$ cat config.mk
export PLATFORM = sky130hd
export DESIGN_NAME = battery_gauge_average
export DESIGN_NICKNAME = d
export VERILOG_FILES = /design/src/rtl/bga_pkg.sv /design/src/rtl/bga_ring.sv /design/src/rtl/bga_div.sv /design/src/rtl/battery_gauge_average.sv
export SDC_FILE = /design/constraint.sdc
export NUM_CORES = 2
export LEC_CHECK = 0
export ABC_AREA = 1
export BUFFER_PORTS_ARGS = -buffer_cell sky130_fd_sc_hd__buf_4
export CORE_ASPECT_RATIO = 1.25
export CORE_UTILIZATION = 70
export CTS_CLUSTER_DIAMETER = 40
export CTS_CLUSTER_SIZE = 24
export DETAILED_ROUTE_END_ITERATION = 12
export GPL_TIMING_DRIVEN = 0
export PLACE_DENSITY = 0.89
export SKIP_CTS_REPAIR_TIMING = 1
export SYNTH_ARGS = -nofsm -noshare
export SYNTH_HDL_FRONTEND = slang
export SYNTH_SLANG_ARGS = --single-unit
$ cat constraint.sdc
create_clock -name clk -period 15.4 [get_ports clk]
set_input_delay 0.77 -clock clk [delete_from_list [all_inputs] [get_ports clk]]
set_output_delay 0.77 -clock clk [all_outputs]
set_load 0.02 [all_outputs]
$ cat src/rtl/bga_pkg.sv
`timescale 1ns / 1ps
// ----------------------------------------------------------------------------
// bga_pkg
// Shared constants, codes and helpers for the battery gauge averager.
// ----------------------------------------------------------------------------
package bga_pkg;

    // Field widths
    localparam int RAW_W   = 14;
    localparam int MV_W    = 15;
    localparam int LIM_W   = 13;
    localparam int LVL_W   = 7;
    localparam int PCT_W   = 7;
    localparam int BST_W   = 2;
    localparam int CFG_IDX_W = 2;
    localparam int CFG_DAT_W = 13;

    // Ring depth default
    localparam int RING_DEPTH_DEF = 8;

    // raw_sum * 1126 needs 25 bits
    localparam int SCALE_W = 25;

    // Arithmetic constants
    localparam logic [10:0] SCALE_MUL   = 11'd1126;
    localparam logic [9:0]  SCALE_DIV   = 10'd1000;
    localparam logic [6:0]  PCT_DIV     = 7'd100;
    localparam logic [6:0]  LEVEL_FULL  = 7'd100;
    localparam logic [MV_W-1:0] CHG_LIMIT_MV = 15'd4226;
    localparam logic [MV_W-1:0] CHG_STEP0_MV = 15'd4100;
    localparam logic [MV_W-1:0] CHG_STEP1_MV = 15'd4200;
    localparam logic [MV_W-1:0] CHG_STEP2_MV = 15'd4210;

    // Reciprocals for the constant divisions: x / 1000 == (x * RCP1000) >> 35
    // for any 25-bit x, and x / 100 == (x * RCP100) >> 26 for x below 2^19
    localparam int RCP1000_W  = 26;
    localparam int RCP1000_SH = 35;
    localparam logic [RCP1000_W-1:0] RCP1000 = 26'd34359739;
    localparam int RCP100_W   = 20;
    localparam int RCP100_SH  = 26;
    localparam logic [RCP100_W-1:0]  RCP100  = 20'd671089;

    // Configuration register indexes
    localparam logic [CFG_IDX_W-1:0] CFG_VOLT_EMPTY = 2'd0;
    localparam logic [CFG_IDX_W-1:0] CFG_VOLT_FULL  = 2'd1;
    localparam logic [CFG_IDX_W-1:0] CFG_LOW_MARK   = 2'd2;

    // Configuration reset values
    localparam logic [LIM_W-1:0] VOLT_EMPTY_RST = 13'd3500;
    localparam logic [LIM_W-1:0] VOLT_FULL_RST  = 13'd4150;
    localparam logic [LVL_W-1:0] LOW_MARK_RST   = 7'd10;

    // Battery state codes
    localparam logic [BST_W-1:0] BST_NORMAL   = 2'd0;
    localparam logic [BST_W-1:0] BST_LOW      = 2'd1;
    localparam logic [BST_W-1:0] BST_CHARGING = 2'd2;
    localparam logic [BST_W-1:0] BST_FULL     = 2'd3;

    // Divider status between the divider and the sequencer
    typedef struct packed {
        logic busy;
        logic done;
    } div_stat_t;

    // Stepped charge percentage
    function automatic logic [PCT_W-1:0] charge_pct(input logic [MV_W-1:0] mv);
        logic [PCT_W-1:0] pct;
        if (mv < CHG_STEP0_MV)
        begin
            pct = 7'd96;
        end
        else if (mv < CHG_STEP1_MV)
        begin
            pct = 7'd97;
        end
        else if (mv < CHG_STEP2_MV)
        begin
            pct = 7'd98;
        end
        else
        begin
            pct = 7'd99;
        end
        return pct;
    endfunction

endpackage

$ cat src/rtl/bga_ring.sv
`timescale 1ns / 1ps
// ----------------------------------------------------------------------------
// bga_ring
// Sample ring storage: one write port, one registered read port.
// ----------------------------------------------------------------------------
module bga_ring
    import bga_pkg::*;
#(
    parameter int DEPTH = RING_DEPTH_DEF,
    parameter int IDX_W = 3
)
(
    input  logic             clk,
    input  logic             we,
    input  logic [IDX_W-1:0] waddr,
    input  logic [MV_W-1:0]  wdata,
    input  logic             re,
    input  logic [IDX_W-1:0] raddr,
    output logic [MV_W-1:0]  rdata
);

    logic [MV_W-1:0] mem [DEPTH];
    logic [MV_W-1:0] rdata_reg;

    always_ff @(posedge clk)
    begin
        if (we)
        begin
            mem[waddr] <= wdata;
        end
    end

    always_ff @(posedge clk)
    begin
        if (re)
        begin
            rdata_reg <= mem[raddr];
        end
    end

    assign rdata = rdata_reg;

endmodule

$ cat src/rtl/bga_div.sv
`timescale 1ns / 1ps
// ----------------------------------------------------------------------------
// bga_div
// Restoring unsigned divider, one quotient bit per cycle.
// ----------------------------------------------------------------------------
module bga_div
    import bga_pkg::*;
#(
    parameter int DW = SCALE_W,
    parameter int VW = LIM_W
)
(
    input  logic          clk,
    input  logic          rst_n,
    input  logic          start,
    input  logic [DW-1:0] dividend,
    input  logic [VW-1:0] divisor,
    output logic [DW-1:0] quotient,
    output div_stat_t     stat
);

    localparam int CW = $clog2(DW + 1);

    logic [CW-1:0] cnt_reg;
    logic [CW-1:0] cnt_next;
    logic          done_reg;
    logic          done_next;
    logic [DW-1:0] quo_reg;
    logic [DW-1:0] quo_next;
    logic [VW-1:0] rem_reg;
    logic [VW-1:0] rem_next;
    logic [VW-1:0] dvs_reg;
    logic [VW-1:0] dvs_next;
    logic [VW:0]   shifted;
    logic          fits;

    always_comb
    begin
        shifted   = {rem_reg, quo_reg[DW-1]};
        fits      = (shifted >= {1'b0, dvs_reg});
        cnt_next  = cnt_reg;
        quo_next  = quo_reg;
        rem_next  = rem_reg;
        dvs_next  = dvs_reg;
        done_next = 1'b0;
        if (start)
        begin
            // Load operands, clear partial remainder
            cnt_next = CW'(DW);
            quo_next = dividend;
            rem_next = '0;
            dvs_next = divisor;
        end
        else if (cnt_reg != '0)
        begin
            // Shift one dividend bit in, subtract when it fits
            rem_next  = fits ? VW'(shifted - {1'b0, dvs_reg}) : shifted[VW-1:0];
            quo_next  = {quo_reg[DW-2:0], fits};
            cnt_next  = cnt_reg - 1'b1;
            done_next = (cnt_reg == CW'(1));
        end
    end

    always_ff @(posedge clk or negedge rst_n)
    begin
        if (!rst_n)
        begin
            cnt_reg  <= '0;
            done_reg <= 1'b0;
        end
        else
        begin
            cnt_reg  <= cnt_next;
            done_reg <= done_next;
        end
    end

    always_ff @(posedge clk)
    begin
        quo_reg <= quo_next;
        rem_reg <= rem_next;
        dvs_reg <= dvs_next;
    end

    assign quotient  = quo_reg;
    assign stat.busy = (cnt_reg != '0);
    assign stat.done = done_reg;

endmodule

$ cat src/rtl/battery_gauge_average.sv
`timescale 1ns / 1ps
// ----------------------------------------------------------------------------
// battery_gauge_average
// Battery voltage moving-average gauge with level and state classification.
// ----------------------------------------------------------------------------
// One poll transaction carries the summed converter reading and the charger
// flag; one result transaction follows with the averaged voltage, a 0..100
// level and the battery state. The block works on one poll at a time and
// holds in_stall high from acceptance until the result is loaded into the
// output register; the next poll may enter while that result still waits.
// in_stall drops at the same edge that loads the result. The millivolt
// scaling and the charge percentage each form a registered product, then
// apply a constant reciprocal multiply in place of the division; the
// charging correction and the level division run only when they apply.
// The shared bit-serial divider, 20 bits wide at the default depth, forms
// the average and the level, and the ring memory's one read port is swept
// one entry at a time, through a read state and an accumulate state, to
// form the sum of the N filled entries (up to RING_DEPTH). Ring entries
// are only ever read after they were written, so the ring needs no
// clearing after reset.
// ----------------------------------------------------------------------------
module battery_gauge_average
    import bga_pkg::*;
#(
    parameter int RING_DEPTH = RING_DEPTH_DEF
)
(
    input  logic                 clk,
    input  logic                 rst_n,
    // configuration write port
    input  logic                 cfg_we,
    input  logic [CFG_IDX_W-1:0] cfg_index,
    input  logic [CFG_DAT_W-1:0] cfg_wdata,
    // poll channel
    input  logic                 in_valid,
    output logic                 in_stall,
    input  logic [RAW_W-1:0]     raw_sum,
    input  logic                 charger_present,
    // result channel
    output logic                 out_valid,
    input  logic                 out_stall,
    output logic [MV_W-1:0]      avg_mv,
    output logic [LVL_W-1:0]     level_pct,
    output logic [BST_W-1:0]     batt_state
);

    // Derived widths
    localparam int IDX_W = (RING_DEPTH > 1) ? $clog2(RING_DEPTH) : 1;
    localparam int CNT_W = $clog2(RING_DEPTH + 1);
    localparam int SUM_W = MV_W + CNT_W;
    localparam int LVN_W = LIM_W + LVL_W;
    localparam int DIV_W = (SUM_W > LVN_W) ? SUM_W : LVN_W;
    localparam int DVS_W = (CNT_W > LIM_W) ? CNT_W : LIM_W;
    localparam int SCF_W = SCALE_W + RCP1000_W;
    localparam int CHF_W = SCALE_W + RCP100_W;

    // Sequencer states
    localparam logic [3:0] S_IDLE    = 4'd0;
    localparam logic [3:0] S_SCALE   = 4'd1;
    localparam logic [3:0] S_SCALE_W = 4'd2;
    localparam logic [3:0] S_CHG     = 4'd3;
    localparam logic [3:0] S_CHG_W   = 4'd4;
    localparam logic [3:0] S_WRITE   = 4'd5;
    localparam logic [3:0] S_READ    = 4'd6;
    localparam logic [3:0] S_ACC     = 4'd7;
    localparam logic [3:0] S_AVG_W   = 4'd8;
    localparam logic [3:0] S_LEVEL   = 4'd9;
    localparam logic [3:0] S_LEVEL_W = 4'd10;
    localparam logic [3:0] S_FINISH  = 4'd11;

    // Control state
    logic [3:0]       state_reg,       state_next;
    logic [IDX_W-1:0] write_slot_reg,  write_slot_next;
    logic [CNT_W-1:0] valid_count_reg, valid_count_next;
    logic [IDX_W-1:0] rd_idx_reg,      rd_idx_next;
    logic [MV_W-1:0]  last_avg_reg,    last_avg_next;
    logic [BST_W-1:0] last_state_reg,  last_state_next;
    logic             out_valid_reg,   out_valid_next;

    // Configuration
    logic [LIM_W-1:0] volt_empty_reg;
    logic [LIM_W-1:0] volt_full_reg;
    logic [LVL_W-1:0] low_mark_reg;

    // Working payload
    logic [RAW_W-1:0]   raw_reg,       raw_next;
    logic               chg_reg,       chg_next;
    logic [SCALE_W-1:0] prod_reg,      prod_next;
    logic [MV_W-1:0]    mv_reg,        mv_next;
    logic [SUM_W-1:0]   sum_reg,       sum_next;
    logic [MV_W-1:0]    avg_reg,       avg_next;
    logic [LVL_W-1:0]   level_reg,     level_next;
    logic [MV_W-1:0]    out_avg_reg,   out_avg_next;
    logic [LVL_W-1:0]   out_level_reg, out_level_next;
    logic [BST_W-1:0]   out_bst_reg,   out_bst_next;

    // Divider hookup
    logic             div_start;
    logic [DIV_W-1:0] div_dividend;
    logic [DVS_W-1:0] div_divisor;
    logic [DIV_W-1:0] div_quo;
    div_stat_t        div_stat;

    // Ring hookup
    logic             ring_we;
    logic             ring_re;
    logic [MV_W-1:0]  ring_rdata;

    logic             in_accept;
    logic             out_free;
    logic [MV_W-1:0]  quo_mv;
    logic [LIM_W-1:0] span_mv;
    logic [LIM_W-1:0] above_empty;
    logic [BST_W-1:0] new_bst;
    logic [SCF_W-1:0] scale_full;
    logic [MV_W-1:0]  scale_mv;
    logic [CHF_W-1:0] chg_full;
    logic [MV_W-1:0]  chg_mv;

    bga_div #(
        .DW (DIV_W),
        .VW (DVS_W)
    ) u_div (
        .clk      (clk),
        .rst_n    (rst_n),
        .start    (div_start),
        .dividend (div_dividend),
        .divisor  (div_divisor),
        .quotient (div_quo),
        .stat     (div_stat)
    );

    bga_ring #(
        .DEPTH (RING_DEPTH),
        .IDX_W (IDX_W)
    ) u_ring (
        .clk   (clk),
        .we    (ring_we),
        .waddr (write_slot_reg),
        .wdata (mv_reg),
        .re    (ring_re),
        .raddr (rd_idx_reg),
        .rdata (ring_rdata)
    );

    assign in_stall  = (state_reg != S_IDLE);
    assign in_accept = in_valid && !in_stall;
    assign out_free  = !out_valid_reg || !out_stall;
    assign quo_mv    = div_quo[MV_W-1:0];
    // Only used where volt_empty < avg < volt_full, so both fit 13 bits
    assign span_mv     = volt_full_reg - volt_empty_reg;
    assign above_empty = avg_reg[LIM_W-1:0] - volt_empty_reg;

    // Divide the registered product by 1000 or by 100 with a reciprocal multiply
    assign scale_full = SCF_W'(prod_reg) * SCF_W'(RCP1000);
    assign scale_mv   = scale_full[RCP1000_SH +: MV_W];
    assign chg_full   = CHF_W'(prod_reg) * CHF_W'(RCP100);
    assign chg_mv     = chg_full[RCP100_SH +: MV_W];

    assign ring_we = (state_reg == S_WRITE);
    assign ring_re = (state_reg == S_READ);

    // Classify the state from the finished level
    always_comb
    begin
        if (chg_reg)
        begin
            new_bst = (level_reg < LEVEL_FULL) ? BST_CHARGING : BST_FULL;
        end
        else
        begin
            new_bst = (level_reg > low_mark_reg) ? BST_NORMAL : BST_LOW;
        end
    end

    // Sequencer
    always_comb
    begin
        state_next       = state_reg;
        write_slot_next  = write_slot_reg;
        valid_count_next = valid_count_reg;
        rd_idx_next      = rd_idx_reg;
        last_avg_next    = last_avg_reg;
        last_state_next  = last_state_reg;
        out_valid_next   = out_valid_reg;
        raw_next         = raw_reg;
        chg_next         = chg_reg;
        prod_next        = prod_reg;
        mv_next          = mv_reg;
        sum_next         = sum_reg;
        avg_next         = avg_reg;
        level_next       = level_reg;
        out_avg_next     = out_avg_reg;
        out_level_next   = out_level_reg;
        out_bst_next     = out_bst_reg;
        div_start        = 1'b0;
        div_dividend     = '0;
        div_divisor      = '0;

        // Drop the result once taken
        if (out_valid_reg && !out_stall)
        begin
            out_valid_next = 1'b0;
        end

        unique case (state_reg)
            S_IDLE:
            begin
                if (in_accept)
                begin
                    raw_next   = raw_sum;
                    chg_next   = charger_present;
                    state_next = S_SCALE;
                end
            end
            S_SCALE:
            begin
                // Millivolts = raw_sum * 1126 / 1000; form the product first
                prod_next  = SCALE_W'(raw_reg) * SCALE_W'(SCALE_MUL);
                state_next = S_SCALE_W;
            end
            S_SCALE_W:
            begin
                mv_next = scale_mv;
                if (chg_reg && (scale_mv < CHG_LIMIT_MV) &&
                    (last_state_reg != BST_FULL))
                begin
                    state_next = S_CHG;
                end
                else
                begin
                    state_next = S_WRITE;
                end
            end
            S_CHG:
            begin
                prod_next  = SCALE_W'(mv_reg) * SCALE_W'(charge_pct(mv_reg));
                state_next = S_CHG_W;
            end
            S_CHG_W:
            begin
                // Never let the charging value fall below the last average
                mv_next    = (chg_mv < last_avg_reg) ? last_avg_reg : chg_mv;
                state_next = S_WRITE;
            end
            S_WRITE:
            begin
                // Store the sample, advance the slot, start the sum sweep
                write_slot_next = (write_slot_reg == IDX_W'(RING_DEPTH - 1)) ?
                                  '0 : write_slot_reg + 1'b1;
                if (valid_count_reg != CNT_W'(RING_DEPTH))
                begin
                    valid_count_next = valid_count_reg + 1'b1;
                end
                rd_idx_next = '0;
                sum_next    = '0;
                state_next  = S_READ;
            end
            S_READ:
            begin
                state_next = S_ACC;
            end
            S_ACC:
            begin
                sum_next = sum_reg + SUM_W'(ring_rdata);
                if (CNT_W'(rd_idx_reg) == valid_count_reg - 1'b1)
                begin
                    state_next = S_AVG_W;
                    div_start    = 1'b1;
                    div_dividend = DIV_W'(sum_reg + SUM_W'(ring_rdata));
                    div_divisor  = DVS_W'(valid_count_reg);
                end
                else
                begin
                    rd_idx_next = rd_idx_reg + 1'b1;
                    state_next  = S_READ;
                end
            end
            S_AVG_W:
            begin
                if (div_stat.done)
                begin
                    avg_next      = quo_mv;
                    last_avg_next = quo_mv;
                    state_next    = S_LEVEL;
                end
            end
            S_LEVEL:
            begin
                if (avg_reg <= MV_W'(volt_empty_reg))
                begin
                    level_next = '0;
                    state_next = S_FINISH;
                end
                else if (avg_reg >= MV_W'(volt_full_reg))
                begin
                    level_next = LEVEL_FULL;
                    state_next = S_FINISH;
                end
                else
                begin
                    div_start    = 1'b1;
                    div_dividend = DIV_W'(above_empty) * DIV_W'(LEVEL_FULL);
                    div_divisor  = DVS_W'(span_mv);
                    state_next   = S_LEVEL_W;
                end
            end
            S_LEVEL_W:
            begin
                if (div_stat.done)
                begin
                    level_next = div_quo[LVL_W-1:0];
                    state_next = S_FINISH;
                end
            end
            S_FINISH:
            begin
                // Hold until the output register is free
                if (out_free)
                begin
                    out_valid_next  = 1'b1;
                    out_avg_next    = avg_reg;
                    out_level_next  = level_reg;
                    out_bst_next    = new_bst;
                    last_state_next = new_bst;
                    state_next      = S_IDLE;
                end
            end
            default:
            begin
                state_next = S_IDLE;
            end
        endcase
    end

    always_ff @(posedge clk or negedge rst_n)
    begin
        if (!rst_n)
        begin
            state_reg       <= S_IDLE;
            write_slot_reg  <= '0;
            valid_count_reg <= '0;
            rd_idx_reg      <= '0;
            last_avg_reg    <= '0;
            last_state_reg  <= BST_NORMAL;
            out_valid_reg   <= 1'b0;
        end
        else
        begin
            state_reg       <= state_next;
            write_slot_reg  <= write_slot_next;
            valid_count_reg <= valid_count_next;
            rd_idx_reg      <= rd_idx_next;
            last_avg_reg    <= last_avg_next;
            last_state_reg  <= last_state_next;
            out_valid_reg   <= out_valid_next;
        end
    end

    // Configuration registers
    always_ff @(posedge clk or negedge rst_n)
    begin
        if (!rst_n)
        begin
            volt_empty_reg <= VOLT_EMPTY_RST;
            volt_full_reg  <= VOLT_FULL_RST;
            low_mark_reg   <= LOW_MARK_RST;
        end
        else if (cfg_we)
        begin
            unique case (cfg_index)
                CFG_VOLT_EMPTY: volt_empty_reg <= cfg_wdata[LIM_W-1:0];
                CFG_VOLT_FULL:  volt_full_reg  <= cfg_wdata[LIM_W-1:0];
                CFG_LOW_MARK:   low_mark_reg   <= cfg_wdata[LVL_W-1:0];
                default:        ;
            endcase
        end
    end

    // Payload registers
    always_ff @(posedge clk)
    begin
        raw_reg       <= raw_next;
        chg_reg       <= chg_next;
        prod_reg      <= prod_next;
        mv_reg        <= mv_next;
        sum_reg       <= sum_next;
        avg_reg       <= avg_next;
        level_reg     <= level_next;
        out_avg_reg   <= out_avg_next;
        out_level_reg <= out_level_next;
        out_bst_reg   <= out_bst_next;
    end

    assign out_valid  = out_valid_reg;
    assign avg_mv     = out_avg_reg;
    assign level_pct  = out_level_reg;
    assign batt_state = out_bst_reg;

    // ------------------------------------------------------------------------
    // Assertions
    // ------------------------------------------------------------------------
    a_div_start_idle: assert property (@(posedge clk) disable iff (!rst_n)
        div_start |-> !div_stat.busy)
        else $error("divider started while busy");

    a_result_from_finish: assert property (@(posedge clk) disable iff (!rst_n)
        $rose(out_valid) |-> $past(state_reg == S_FINISH))
        else $error("result loaded outside finish");

    a_count_bound: assert property (@(posedge clk) disable iff (!rst_n)
        valid_count_reg <= CNT_W'(RING_DEPTH))
        else $error("valid count beyond ring depth");

    a_level_range: assert property (@(posedge clk) disable iff (!rst_n)
        out_valid |-> (level_pct <= LEVEL_FULL))
        else $error("level above one hundred");

    a_stall_after_accept: assert property (@(posedge clk) disable iff (!rst_n)
        in_accept |=> (in_stall && !$rose(out_valid)))
        else $error("poll not held in progress");

endmodule
==> reports/qor.csv <==
metric;value;unit
status;finished, violations left;
violations;DRC;
synth_edf_count;288;
cp_max_fo;14;
clk_pin_slew_worst_paths;60;ps
drc;1;
synth_most_common_cell;inv_1;
drive_gt1_share;4.232;%
cts_buffers;45;
root_buffer;clkbuf_16;
cts_tree;yes;
worstMarginPinSlew;1449;ps
synth_warnings;0;
fin_ws;6435;ps
place_area;44770;um2
post_drt_wl_per_cell;20.44;um
slowest_delay;1070;ps
grt.overflow.total;0;
slew_headroom;3.049;%
grt_pass1_vias;36160;
hpwl;96.19;mm
syn2layout_area_growth;7.271;%
ys_ff_latch;372;
worstPathRequired;15740;ps
worstSkewPairLatency;620;ps
report.final.setup_viol;0;
cp_common_cell;fa_1;
hold_viol_final;0;
tns;0;ps
via_per_inst;5.937;
fmax;0.1116;GHz
cts.sink_count;372;
io_buffers;60;
drv_slew;0;
drt-pass1-iter-count;12;
syn_inst;4837;
n_fill_cell;4053;
min_path_type;input port to asynchronous set/reset pin;
place.gp.congestion;1.003;
fin_nets;6173;
vias;34500;
critPathLaunchType;flop;
pre_cts_slack;6695;ps
start_util;70.97;%
worst_ep_arrival_time;9300;ps
syn_area;43230;um2
largest_reg_flops;120;
clockBufferDepth;3;
drt_iter0_drc;3008;
final.setup_skew;37.90;ps
diodes;0;
dieArea;62760;um2
end_kind;flop;
grt_usage;38.93;%
avgSynthCellArea;8.937;um2
wirelength;118.7;mm
slowest_stage;edfxtp_1;
synth_top_area_share;21.65;%
ys.flop_type;edfxtp_1;
floorplan.io_pins;61;
async_flop_share;19.09;%
synth_nets;6061;
ys_types;60;
design_area;46370;um2
rsz0062_at_grt;false;
synth_top_area_cell;ha_1;
antenna_found_initial;0;
path_class;flop to flop;
fp.dieW;224.3;um
grt_max_degree;72;
grt_pass1_wl;187.1;mm
h-tree-depth;2;
drtAntennaViolNets;0;
synthTopCellsByArea;ha_1 (22%), fa_1 (20%), edfxtp_1 (20%);
coreArea;60910;um2
placementRows;101;
netlist_top_cells_count;inv_1 (1150), ha_1 (748), nand2_1 (716);
final.period_utilization;58.21;%
maxCapViolCount;0;
yosysSeqAreaShare;24.76;%
dieHeight;279.8;um
min_period;8965;ps
==> through the flow <==
stage | util [%] | hold slack (ps) | cells
floorplan | - | 426.4 | 4837
global placement | 73.40 | 428.9 | 5721
detailed placement | 73.50 | 442.4 | 5725
CTS | 76.10 | 322.4 | 5809
global route | 76.13 | 339.9 | 5810
finish | 76.13 | 288.7 | 5810
==> cells by family (layout without fill, tap and decap cells) <==
| logic type | count (synthesis) | in the layout | share of synthesized area [%] |
|---|---|---|---|
| and+or+nand+nor | 1382 | 1382 | 13.15 |
| DFF | 372 | 372 | 24.76 |
| buffers and inverters | 1208 | 1357 | 10.56 |
| adders and majority gates | 1189 | 1189 | 42.07 |
| muxes | 1 | 1 | 0.02605 |
| AOI/OAI and AO/OA | 600 | 600 | 7.711 |
| xor gates and xnor gates | 85 | 85 | 1.722 |
==> final timing paths <==
kind / start / endpoint / slack (ps) / depth (start not counted)
min in group clk: charger_present / chg_reg / 350 / 1
worst max register to register: prod_reg[12] / mv_reg[6] / 6440 / 29
worst max-delay path: prod_reg[12] / mv_reg[6] / 6440 / 29
worst min register to register: u_div.quotient[0] / avg_reg[0] / 460 / 0
max in group asynchronous: rst_n / last_avg_reg[10] / 14410 / 1
worst min-delay path: rst_n / volt_full_reg[10] / 290 / 1
==> critical path, delay by kind of cell, from the launching register on <==
kind | cells | cell delay, ps
buffers and inverters | 5 | 640
XOR/XNOR | 1 | 270
adder cells (fa/ha/maj) | 9 | 4300
flip-flops | 1 | 1070
AND/OR/NAND/NOR | 7 | 700
AO/OA/AOI/OAI | 7 | 1700
==> layer usage <==
metal / global-route usage (%) / routed length (um) / vias to the layer above
li1: - / - / 15710
met1: 44.68 / 42230 / 16250
met5: 0 / 0 / -
met2: 64.63 / 56030 / 1884
met3: 8.328 / 10510 / 646
met4: 28.08 / 9975 / 0
==> cell usage in the layout (no fill, tap or decap), types with 6 or more instances in the layout <==
cell type / count
inv_1: 1150
fa_1: 441
nand4_1: 31
dfrtp_1: 57
and2_1: 10
xor2_1: 51
a221oi_1: 6
o211ai_1: 9
xnor2_1: 34
clkbuf_1: 42
a21oi_1: 209
or2_2: 19
nor3_1: 40
edfxtp_1: 288
inv_6: 13
o21bai_1: 12
a21o_1: 24
dfxtp_1: 13
dfstp_2: 14
a211oi_1: 12
buf_4: 63
o21ai_1: 8
o22ai_1: 18
a31oi_1: 28
nand3_1: 176
clkinv_4: 6
ha_1: 748
nor2_2: 6
nor2_1: 365
clkbuf_16: 46
o21ai_0: 241
nand2_1: 716
==> area by class of cell <==
| class | count | area (um2) | area share (%) |
|---|---|---|---|
| well taps | 824 | 1031 | 2.223 |
| clock buffers | 48 | 1179 | 2.542 |
| repair buffers | 65 | 510.5 | 1.101 |
| plain buffers | 53 | 227.7 | 0.4911 |
| inverters | 1155 | 4338 | 9.355 |
| clock inverters | 36 | 404.1 | 0.8715 |
| multi-input cells | 3257 | 27980 | 60.34 |
| flip-flops and latches | 372 | 10700 | 23.08 |
Power is left out: the tool's default activity adds up to more than one toggle a clock period on the data nets, which glitch-free logic cannot reach.
